### config.mk
export PLATFORM = sky130hd
export DESIGN_NAME = asn1_comment_stripper
export DESIGN_NICKNAME = d
export VERILOG_FILES = /design/src/hdl/acs_pkg.sv /design/src/hdl/asn1_comment_stripper.sv
export VERILOG_INCLUDE_DIRS = /design/src /design/src/hdl
export SDC_FILE = /design/constraint.sdc
export NUM_CORES = 1
export LEC_CHECK = 0
export BUFFER_PORTS_ARGS = -buffer_cell sky130_fd_sc_hd__buf_2
export CAP_MARGIN = 20
export CORE_MARGIN = 2
export CORE_UTILIZATION = 30
export CTS_CLUSTER_DIAMETER = 40
export CTS_CLUSTER_SIZE = 40
export DETAILED_ROUTE_END_ITERATION = 8
export GPL_TIMING_DRIVEN = 0
export PLACE_DENSITY = 0.44
export SLEW_MARGIN = 40
export SYNTH_ARGS = -nofsm -noshare
export SYNTH_HDL_FRONTEND = slang
export SYNTH_SLANG_ARGS = --single-unit
### constraint.sdc
create_clock -name clk -period 11 [get_ports clk]
set_input_delay 0.55 -clock clk [delete_from_list [all_inputs] [get_ports clk]]
set_output_delay 0.55 -clock clk [all_outputs]
set_load 0.005 [all_outputs]
### src/hdl/asn1_comment_stripper_macros.svh
// Assertion macros for the ASN.1 comment stripper.
// Depends on nothing; included by the top level, which supplies clk and rst.
`ifndef ASN1_COMMENT_STRIPPER_MACROS_SVH
`define ASN1_COMMENT_STRIPPER_MACROS_SVH

// Same-cycle implication, disabled during reset.
`define ACS_ASSERT_NOW(lbl, ante, cons, msg) \
  lbl: assert property (@(posedge clk) disable iff (rst) (ante) |-> (cons)) else $error(msg);

// Next-cycle implication, disabled during reset.
`define ACS_ASSERT_NEXT(lbl, ante, cons, msg) \
  lbl: assert property (@(posedge clk) disable iff (rst) (ante) |=> (cons)) else $error(msg);

`endif

### src/hdl/acs_pkg.sv
// Package for the ASN.1 comment stripper: scan modes, characters, queue types.
// Depends on nothing.
package acs_pkg;

  localparam int unsigned NEST_MAX_DEF = 255;
  localparam int unsigned QDEPTH       = 4;
  localparam int unsigned QAW          = 2;

  localparam logic [7:0] CH_DASH  = 8'h2D;
  localparam logic [7:0] CH_SLASH = 8'h2F;
  localparam logic [7:0] CH_STAR  = 8'h2A;
  localparam logic [7:0] CH_NL    = 8'h0A;

  typedef enum logic [7:0] {
    MODE_NORMAL    = 8'b0000_0001,
    MODE_N_SLASH   = 8'b0000_0010,
    MODE_N_DASH    = 8'b0000_0100,
    MODE_DASH      = 8'b0000_1000,
    MODE_DASH_DASH = 8'b0001_0000,
    MODE_BLOCK     = 8'b0010_0000,
    MODE_B_SLASH   = 8'b0100_0000,
    MODE_B_STAR    = 8'b1000_0000
  } mode_t;

  typedef struct packed {
    logic [7:0] data;
    logic       last;
  } entry_t;

endpackage

### src/hdl/asn1_comment_stripper.sv
// Top level of the ASN.1 comment stripper: scanner state machine and output queue.
// Depends on acs_pkg and asn1_comment_stripper_macros.svh.

// Strips ASN.1 comments from a byte stream: "--" comments end at the next "--" or a
// newline, slash-star comments nest up to NEST_MAX deep (deeper openings are absorbed).
// Newlines inside comments are kept. A beat with tuser set flushes a pending '/' or '-'
// and resets the scanner state. Each input beat is decoded in the cycle it is taken and its
// 0 to 2 result bytes enter a 4-entry output queue; the block takes one input beat per cycle
// while the queue holds at most two bytes, so with m_tready high the sustained rate is one
// beat per cycle, limited by the one-beat-per-cycle output port when items yield two bytes.
`include "asn1_comment_stripper_macros.svh"

module asn1_comment_stripper #(
  parameter int unsigned NEST_MAX = acs_pkg::NEST_MAX_DEF
) (
  input  logic       clk,
  input  logic       rst,
  input  logic       s_tvalid,
  output logic       s_tready,
  input  logic [7:0] s_tdata,   // [7:0] in_byte
  input  logic       s_tuser,   // func: 1 = end of stream
  output logic       m_tvalid,
  input  logic       m_tready,
  output logic [7:0] m_tdata,   // [7:0] out_byte
  output logic       m_tlast
);

  localparam int unsigned NW = (NEST_MAX < 2) ? 1 : $clog2(NEST_MAX + 1);
  localparam logic [NW-1:0] NEST_TOP = NW'(NEST_MAX);

  acs_pkg::mode_t mode, mode_next;
  logic [NW-1:0]  nest, nest_next;

  acs_pkg::entry_t             queue [acs_pkg::QDEPTH];
  logic [acs_pkg::QAW-1:0]     wr_ptr, rd_ptr;
  logic [acs_pkg::QAW:0]       count;

  logic       s_fire, m_fire;
  logic [1:0] n_out;
  logic [7:0] b0, b1;
  logic [7:0] c;

  assign c        = s_tdata;
  assign s_fire   = s_tvalid && s_tready;
  assign m_fire   = m_tvalid && m_tready;
  assign s_tready = (count <= (acs_pkg::QAW + 1)'(acs_pkg::QDEPTH - 2));
  assign m_tvalid = (count != '0);
  assign m_tdata  = queue[rd_ptr].data;
  assign m_tlast  = queue[rd_ptr].last;

  always_comb begin
    mode_next = mode;
    nest_next = nest;
    n_out     = 2'd0;
    b0        = c;
    b1        = c;
    if (s_tuser) begin
      if (mode == acs_pkg::MODE_N_SLASH) begin
        n_out = 2'd1;
        b0    = acs_pkg::CH_SLASH;
      end else if (mode == acs_pkg::MODE_N_DASH) begin
        n_out = 2'd1;
        b0    = acs_pkg::CH_DASH;
      end
      mode_next = acs_pkg::MODE_NORMAL;
      nest_next = '0;
    end else begin
      unique case (mode)
        acs_pkg::MODE_NORMAL: begin
          if (c == acs_pkg::CH_SLASH) mode_next = acs_pkg::MODE_N_SLASH;
          else if (c == acs_pkg::CH_DASH) mode_next = acs_pkg::MODE_N_DASH;
          else n_out = 2'd1;
        end
        acs_pkg::MODE_N_SLASH: begin
          if (c == acs_pkg::CH_STAR) begin
            if (nest < NEST_TOP) nest_next = nest + NW'(1);
            mode_next = acs_pkg::MODE_BLOCK;
          end else begin
            n_out     = 2'd2;
            b0        = acs_pkg::CH_SLASH;
            mode_next = acs_pkg::MODE_NORMAL;
          end
        end
        acs_pkg::MODE_N_DASH: begin
          if (c == acs_pkg::CH_DASH) begin
            mode_next = acs_pkg::MODE_DASH;
          end else begin
            n_out     = 2'd2;
            b0        = acs_pkg::CH_DASH;
            mode_next = acs_pkg::MODE_NORMAL;
          end
        end
        acs_pkg::MODE_DASH: begin
          if (c == acs_pkg::CH_DASH) begin
            mode_next = acs_pkg::MODE_DASH_DASH;
          end else if (c == acs_pkg::CH_NL) begin
            n_out     = 2'd1;
            mode_next = acs_pkg::MODE_NORMAL;
          end
        end
        acs_pkg::MODE_DASH_DASH: begin
          if (c == acs_pkg::CH_DASH) begin
            mode_next = acs_pkg::MODE_NORMAL;
          end else if (c == acs_pkg::CH_NL) begin
            n_out     = 2'd1;
            mode_next = acs_pkg::MODE_NORMAL;
          end else begin
            mode_next = acs_pkg::MODE_DASH;
          end
        end
        acs_pkg::MODE_BLOCK: begin
          if (c == acs_pkg::CH_SLASH) mode_next = acs_pkg::MODE_B_SLASH;
          else if (c == acs_pkg::CH_STAR) mode_next = acs_pkg::MODE_B_STAR;
          else if (c == acs_pkg::CH_NL) n_out = 2'd1;
        end
        acs_pkg::MODE_B_SLASH: begin
          if (c == acs_pkg::CH_STAR) begin
            if (nest < NEST_TOP) nest_next = nest + NW'(1);
          end else if (c == acs_pkg::CH_NL) begin
            n_out = 2'd1;
          end
          mode_next = acs_pkg::MODE_BLOCK;
        end
        acs_pkg::MODE_B_STAR: begin
          if (c == acs_pkg::CH_SLASH) begin
            if (nest <= NW'(1)) begin
              nest_next = '0;
              mode_next = acs_pkg::MODE_NORMAL;
            end else begin
              nest_next = nest - NW'(1);
              mode_next = acs_pkg::MODE_BLOCK;
            end
          end else begin
            if (c == acs_pkg::CH_NL) n_out = 2'd1;
            mode_next = acs_pkg::MODE_BLOCK;
          end
        end
        default: begin
          mode_next = acs_pkg::MODE_NORMAL;
          nest_next = '0;
        end
      endcase
    end
  end

  always_ff @(posedge clk) begin
    if (rst) begin
      mode   <= acs_pkg::MODE_NORMAL;
      nest   <= '0;
      wr_ptr <= '0;
      rd_ptr <= '0;
      count  <= '0;
    end else begin
      if (s_fire) begin
        mode   <= mode_next;
        nest   <= nest_next;
        wr_ptr <= wr_ptr + acs_pkg::QAW'(n_out);
      end
      if (m_fire) rd_ptr <= rd_ptr + acs_pkg::QAW'(1);
      count <= count + (acs_pkg::QAW + 1)'(s_fire ? n_out : 2'd0)
                     - (acs_pkg::QAW + 1)'(m_fire);
    end
  end

  // result queue payload
  always_ff @(posedge clk) begin
    if (s_fire && n_out != 2'd0) begin
      queue[wr_ptr] <= '{data: b0, last: (n_out == 2'd1)};
      if (n_out == 2'd2) queue[wr_ptr + acs_pkg::QAW'(1)] <= '{data: b1, last: 1'b1};
    end
  end

  `ACS_ASSERT_NOW(a_queue_bound, 1'b1, count <= (acs_pkg::QAW + 1)'(acs_pkg::QDEPTH), "queue overflow")
  `ACS_ASSERT_NOW(a_nest_mode, 1'b1, (nest != '0) == (mode == acs_pkg::MODE_BLOCK || mode == acs_pkg::MODE_B_SLASH || mode == acs_pkg::MODE_B_STAR), "nest depth out of step with mode")
  `ACS_ASSERT_NEXT(a_flush_reset, s_fire && s_tuser, mode == acs_pkg::MODE_NORMAL && nest == '0, "flush did not reset scanner")

endmodule

# Word-level counts from Yosys, hierarchy flattened
# Memory sizes are Yosys's and may differ from the RTL's. A register that Yosys moved wholly into a read port is not among the register bits.
# Cells that the tools add are included.
[word_totals]
reg_bits = 23
latchBits = 0
ramBits = 36
romBits = 0
inputBits = 13
output_inout_bits = 11
elab_cells = 94
memories = 1
[op_classes]
n_addsub = 7
n_mul = 0
n_div = 0
order_cmp = 3
eq_ne = 21
shift = 0
n_mux = 47
bitwise = 0
n_reduce_logical = 10
[mem_list]
columns = ["memory", "depth", "word_bits", "read_ports", "rd_ports_with_merged_regs", "write_ports", "line", "source"]
rows = [
  ["queue", 4, 9, 1, 1, 2, "asn1_comment_stripper.sv:34", "acs_pkg::entry_t queue [acs_pkg::QDEPTH];"],
]
[op_table]
columns = ["cell", "count"]
rows = [
  ["8-bit 2-to-1 mux", 18],
  ["8-bit case mux with 8 select lines", 1],
  ["8-bit by 6-bit == test with 1-bit output (second input constant)", 4],
  ["8-bit case mux with 3 select lines", 1],
  ["2-bit 2-to-1 mux", 9],
  ["8-bit by 4-bit == test with 1-bit output (second input constant)", 2],
  ["8-bit case mux with 2 select lines", 1],
  ["2-bit case mux with 7 select lines", 1],
  ["4-bit 2-to-1 mux", 3],
  ["6-bit 2-to-1 mux", 2],
  ["4-bit inequality test (second input constant)", 3],
  ["1-bit 2-to-1 mux", 11],
  ["8-bit by 1-bit adder with 8-bit output (second input constant)", 1],
  ["8-bit by 1-bit == test with 1-bit output (second input constant)", 1],
  ["8-bit by 2-bit == test with 1-bit output (second input constant)", 1],
  ["8-bit by 3-bit == test with 1-bit output (second input constant)", 1],
  ["8-bit by 5-bit == test with 1-bit output (second input constant)", 1],
  ["8-bit by 7-bit == test with 1-bit output (second input constant)", 1],
  ["8-bit == test (second input constant)", 1],
  ["8-bit by 1-bit less-or-equal comparator with 1-bit output (second input constant)", 1],
  ["8-bit less-than comparator (second input constant)", 1],
  ["8-bit by 1-bit subtractor with 8-bit output (second input constant)", 1],
  ["3-bit by 1-bit inequality test with 1-bit output (second input constant)", 2],
  ["5-bit AND reduction", 1],
  ["15 further kinds", 19],
]

# Depth between registers and ports, before layout
[depth]
depth_word = 10
ltp_mapped = 16
ltp_nobuf = 15

# Worst setup path after synthesis
# Ideal clock, no wire load.
[synth_path]
kind = "input port to flip-flop"
from = "input port s_tdata[4]"
to = "register count[2] (netlist name)"
setup_time_ns = 0.128
t_arrival_ns = 3.458
required_time_ns = 10.872
setup_slack_ns = 7.415
path_stages = 15
path_buffers = 0
path_cell_list = "or4b_4 -> nor3_1 -> a22o_1 -> a211oi_2 -> nor2_1 -> nand2_1 -> a21o_1 -> ha_1 -> inv_1 -> ha_1 -> inv_1 -> fa_1 -> xnor2_1 -> xnor2_1 -> nor2_1"
[synth_via]
elab_chain_len = 9
word_cells_on_any_way = 18
cone_classes = "2 x add/sub; 4 x eq/ne; 12 x mux"
[synth_rtl]
columns = ["item", "line", "source"]
rows = [
  ["from (decl)", "asn1_comment_stripper.sv:20", "input logic [7:0] s_tdata,"],
  ["8-bit by 4-bit == test with 1-bit output", "-", ""],
  ["1-bit 2-to-1 mux", "-", ""],
  ["2-bit 2-to-1 mux", "asn1_comment_stripper.sv:113", "else if (c == acs_pkg::CH_STAR) mode_next = acs_pkg::MODE_B_STAR;"],
  ["2-bit 2-to-1 mux", "asn1_comment_stripper.sv:112", "if (c == acs_pkg::CH_SLASH) mode_next = acs_pkg::MODE_B_SLASH;"],
  ["2-bit case mux with 7 select lines (*)", "asn1_comment_stripper.sv:68", "unique case (mode)"],
  ["2-bit 2-to-1 mux (*)", "asn1_comment_stripper.sv:57", "if (s_tuser) begin"],
  ["2-bit 2-to-1 mux (*)", "asn1_comment_stripper.sv:160", "count <= count + (acs_pkg::QAW + 1)'(s_fire ? n_out : 2'd0)"],
  ["3-bit by 2-bit adder with 3-bit output (*)", "asn1_comment_stripper.sv:160", ""],
  ["3-bit by 1-bit subtractor with 3-bit output (*)", "asn1_comment_stripper.sv:161", "- (acs_pkg::QAW + 1)'(m_fire);"],
  ["to (signal assigned)", "asn1_comment_stripper.sv:160", ""],
  ["to (decl)", "asn1_comment_stripper.sv:36", "logic [acs_pkg::QAW:0] count;"],
]
# Mark *: on every way between the ends. The rest lies on a longest branch, timed or not.
# A chain may end at the register's enable or synchronous reset.

# Final worst setup path
[layout_path]
from = "register mode[7]"
to = "register count[2] (netlist name)"
[layout_via]
elab_chain_len = 7
word_cells_on_any_way = 16
cone_classes = "2 x add/sub; 8 x eq/ne; 5 x mux; 1 x reduce/logical"
[layout_rtl]
columns = ["item", "line", "source"]
rows = [
  ["from (decl)", "asn1_comment_stripper.sv:31", "acs_pkg::mode_t mode, mode_next;"],
  ["from (signal assigned)", "asn1_comment_stripper.sv:148", "mode <= acs_pkg::MODE_NORMAL;"],
  ["from (signal assigned)", "asn1_comment_stripper.sv:155", "mode <= mode_next;"],
  ["8-bit by 5-bit == test with 1-bit output, or another cell as far along", "asn1_comment_stripper.sv:68", ""],
  ["2-bit OR reduction (no source line) / 1-bit 2-to-1 mux (equally long branches)", "-", ""],
  ["2-bit case mux with 7 select lines / 1-bit 2-to-1 mux (equally long branches)", "asn1_comment_stripper.sv:68, asn1_comment_stripper.sv:58", ""],
  ["2-bit 2-to-1 mux (*)", "asn1_comment_stripper.sv:57", ""],
  ["2-bit 2-to-1 mux (*)", "asn1_comment_stripper.sv:160", ""],
  ["3-bit by 2-bit adder with 3-bit output (*)", "asn1_comment_stripper.sv:160", ""],
  ["3-bit by 1-bit subtractor with 3-bit output (*)", "asn1_comment_stripper.sv:161", ""],
]
# Marked as above.

==> summary.md <==
| Metric | Value |
|---|---|
| Status | finished clean |
| CP Launch Point | mode[7] |
| Initial antenna violation count | 0 |
| Primary FF master, synth | edfxtp_1 |
| Power Dens Cells | 174 nW/um2 |
| P_sw | 218 uW |
| VDD IR max | 0.0519 mV |
| Io pins | 24 |
| Simple-gate area share of the yosys netlist | 25.7% |
| Syn Nets | 402 |
| Most common cell after layout, fill and taps aside | nor2_1 |
| Clock Tree Buf Depth | 2 |
| Hold Crit Class | reg2reg |
| Cells after Synth | 381 |
| Clk network pwr share | 37.9% |
| Largest net degree at the start of global routing | 12 |
| Skew final | 0.00559 ns |
| Worst Tran Pin Value | 0.829 ns |
| Vias/cell | 5.48 |
| Setup violations, final | 0 |
| Pint | 519 uW |
| Largest family of logic cells by synthesized area | simple AND/OR/NAND/NOR gates |
| Clock transition at path regs | 0.06 ns |
| Multi-input gate area | 1990 um2 |
| # DRC | 0 |
| Share of layout cells above drive strength 1 | 15.5% |
| CP required | 11.20 ns |
| Final period util | 38.9% |
| Hpwl dp | 7.37 mm |
| Core area | 12000 um2 |
| GPL Wtd Cong | 0.816 |
| Compound-Gate Fraction of Synth Area | 15.1% |
| Final Hold Fails | 0 |
| Multiplexer share of the synthesized area | 7.82% |
| Sequential power share | 36.8% |
| DRT antenna net count | 0 |
| First-pass GRT wire length | 16.3 mm |
| Critical Path AT | 4.48 ns |
| RR Startpoint | mode[7] |
| Sum of negative setup slack | 0 ns |
| Hold_buf cts | 0 |
| CP endpoint kind | register |
| CTS tree | built |
| Fraction of synthesized cell area in xor and xnor cells | 2.64% |
| CTS sink cnt | 61 |
| Diode count | 0 |
| Register Area | 1540 um2 |
| Wire per inst | 17.9 um |
| Post-Syn Area | 3650 um2 |
| Hold path startpoint | nest[6] |
| Synth warn | 0 |
| Final core utilization | 35.5% |
| Max Clock Freq | 234 MHz |
| Vias in the first global route | 3012 |
| Combinational fraction of design power | 25.3% |
| Post-synth EDFFs | 32 |
| Synth Register Bits | 61 |
| Pwr Total | 737 uW |
| Inserted Clock Buffers | 9 |
| Die X | 114 um |
| 1st-iter DRT viols | 170 |
| Post-CTS Setup Inserts | 0 |
| Register area share after synthesis | 42.2% |
| RSZ-0062 raised after global routing | no |
| GR Overflow Total | 0 |
| Tmin final | 4.28 ns |
| Sw Share | 29.6% |
| Fill count | 1214 |
| FFs w/ async S/R, synth | 0% |
| FP Rows | 40 |
| Cts repair resizes | 0 |
| Leak | 0.00147 uW |
| Slew margin rel. | 44.5% |
| Commonest non-fill, non-tap cells in the layout | nor2_1 (46), edfxtp_1 (32), dfxtp_1 (29), nand2_1 (25), buf_2 (24) |
| DIE HEIGHT | 114 um |
| Layout Nets | 435 |
| Area of the die | 13100 um2 |
| Synthesized area per cell | 9.58 um2 |
| Crit Path Category | reg2reg |
| Area Growth Syn to Fin | 16.3% |
| Routed wire length | 10.1 mm |
| Crit path launch type | register |
| Count of cell types in the netlist | 68 |
| Worst-path fanout max | 8 |
| Adder-Cell Fraction of Synth Area | 2.95% |
| Worst skew pair latency | 0.34 ns |
| Starting Density | 30.5% |
| 1st-pass router iterations | 4 |
| Via count | 3102 |
| Fin. max-slew vios | 0 |
| Clk root buf | clkbuf_16 |
| Port bufs | 22 |
| Global Route Usage Sum | 16.5% |
| H-tree levels | 3 |
| Worst hold slack | 0.511 ns |
| Max cap viols | 0 |
-- cell type report --
class / count / area share, %
clock buffer: 10 / 5.39
multi-input combinational: 288 / 46.8
inverter: 13 / 1.15
tap: 147 / 4.33
timing repair buffer: 22 / 2.59
sequential: 61 / 36.3
clock inverter: 6 / 1.50
buffer: 19 / 1.95
-- synthesized netlist by cell type, types with 2 or more instances --
| master | n | area, um2 |
|---|---|---|
| nor2_1 | 47 | 176 |
| edfxtp_1 | 32 | 961 |
| dfxtp_1 | 29 | 581 |
| nand2_1 | 25 | 93.8 |
| nor3_1 | 21 | 105 |
| a21oi_1 | 19 | 95.1 |
| clkbuf_1 | 15 | 56.3 |
| inv_1 | 13 | 48.8 |
| nand3_1 | 13 | 65.1 |
| mux4_2 | 10 | 225 |
| and2_1 | 9 | 56.3 |
| nor2b_1 | 8 | 50.1 |
| or3_1 | 8 | 50.1 |
| ha_1 | 7 | 87.6 |
| o22ai_1 | 7 | 43.8 |
| xnor2_1 | 7 | 61.3 |
| mux2i_1 | 6 | 60.1 |
| nand2b_1 | 6 | 37.5 |
| o21ai_0 | 6 | 30.0 |
| a31oi_1 | 5 | 31.3 |
| and3_1 | 5 | 31.3 |
| nand4_1 | 5 | 31.3 |
| nor4_1 | 5 | 31.3 |
| a21o_1 | 4 | 30.0 |
| o21a_1 | 4 | 30.0 |
| or4_1 | 4 | 30.0 |
| xor2_1 | 4 | 35.0 |
| a221oi_1 | 3 | 26.3 |
| a22o_1 | 3 | 26.3 |
| a211oi_1 | 2 | 15.0 |
| a22oi_1 | 2 | 15.0 |
| a32o_1 | 2 | 20.0 |
| a32oi_1 | 2 | 17.5 |
| buf_2 | 2 | 10.0 |
| nand3b_1 | 2 | 15.0 |
| nand4b_1 | 2 | 17.5 |
| nor3b_1 | 2 | 15.0 |
| nor4b_1 | 2 | 17.5 |
| o21ai_1 | 2 | 10.0 |
| o221a_2 | 2 | 22.5 |
| or3b_2 | 2 | 17.5 |
-- power by group through the flow --
stage / registers, uW / logic, uW / clock network [uW]
floorplan: 273 / 134 / 0
global placement: 276 / 189 / 0
detailed placement: 276 / 189 / 0
CTS: 271 / 190 / 287
global route: 274 / 209 / 296
finish: 271 / 186 / 279
-- flip-flops by register name, indices dropped and copies added (netlist names), named ones only --
signal,count
nest,8
wr_ptr,2
count,3
rd_ptr,2
mode,8
queue,36
-- final timing paths --
| path | endpoint | slack [ns] | depth (start not counted) |
|---|---|---|---|
| max | count[2] | 6.72 | 16 |
| min | nest[6] | 0.51 | 2 |
| max reg2reg | count[2] | 6.72 | 16 |
| min reg2reg | nest[6] | 0.51 | 2 |
-- metrics by stage --
step | setup WS [ns] | cells | cell area, um2
2_1_floorplan | 7.41 | 381 | 3650
3_3_place_gp | 6.79 | 550 | 3940
3_5_place_dp | 6.81 | 550 | 3950
4_1_cts | 6.79 | 566 | 4240
5_1_grt | 6.30 | 566 | 4250
6_report | 6.72 | 566 | 4250
-- layer usage --
metal | global-route usage (%) | wire length [um]
met1 | 21.4 | 4820
met2 | 26.7 | 4680
met3 | 4.55 | 477
met4 | 5.12 | 136
met5 | 0 | 0
-- cells by family after synthesis --
family / Yosys count
buffers and inverters: 32
adders and majority gates: 8
DFF: 61
xor gates and xnor gates: 11
and+or+nand+nor: 175
muxes: 16
AOI/OAI and AO/OA: 78
-- critical path, cell delays in order, from the launching register on --
cell	delay (ns)
dfxtp_1	0.29
clkbuf_1	0.17
nor4_1	0.61
nand3_1	0.38
o22ai_1	0.57
a211oi_2	0.10
nor2_1	0.40
nand2_1	0.18
a21o_1	0.20
ha_1	0.26
inv_1	0.06
ha_1	0.13
inv_1	0.05
fa_1	0.37
xnor2_1	0.18
xnor2_1	0.14
nor2_1	0.05
No activity file was read; power rests on OpenSTA's default activity.
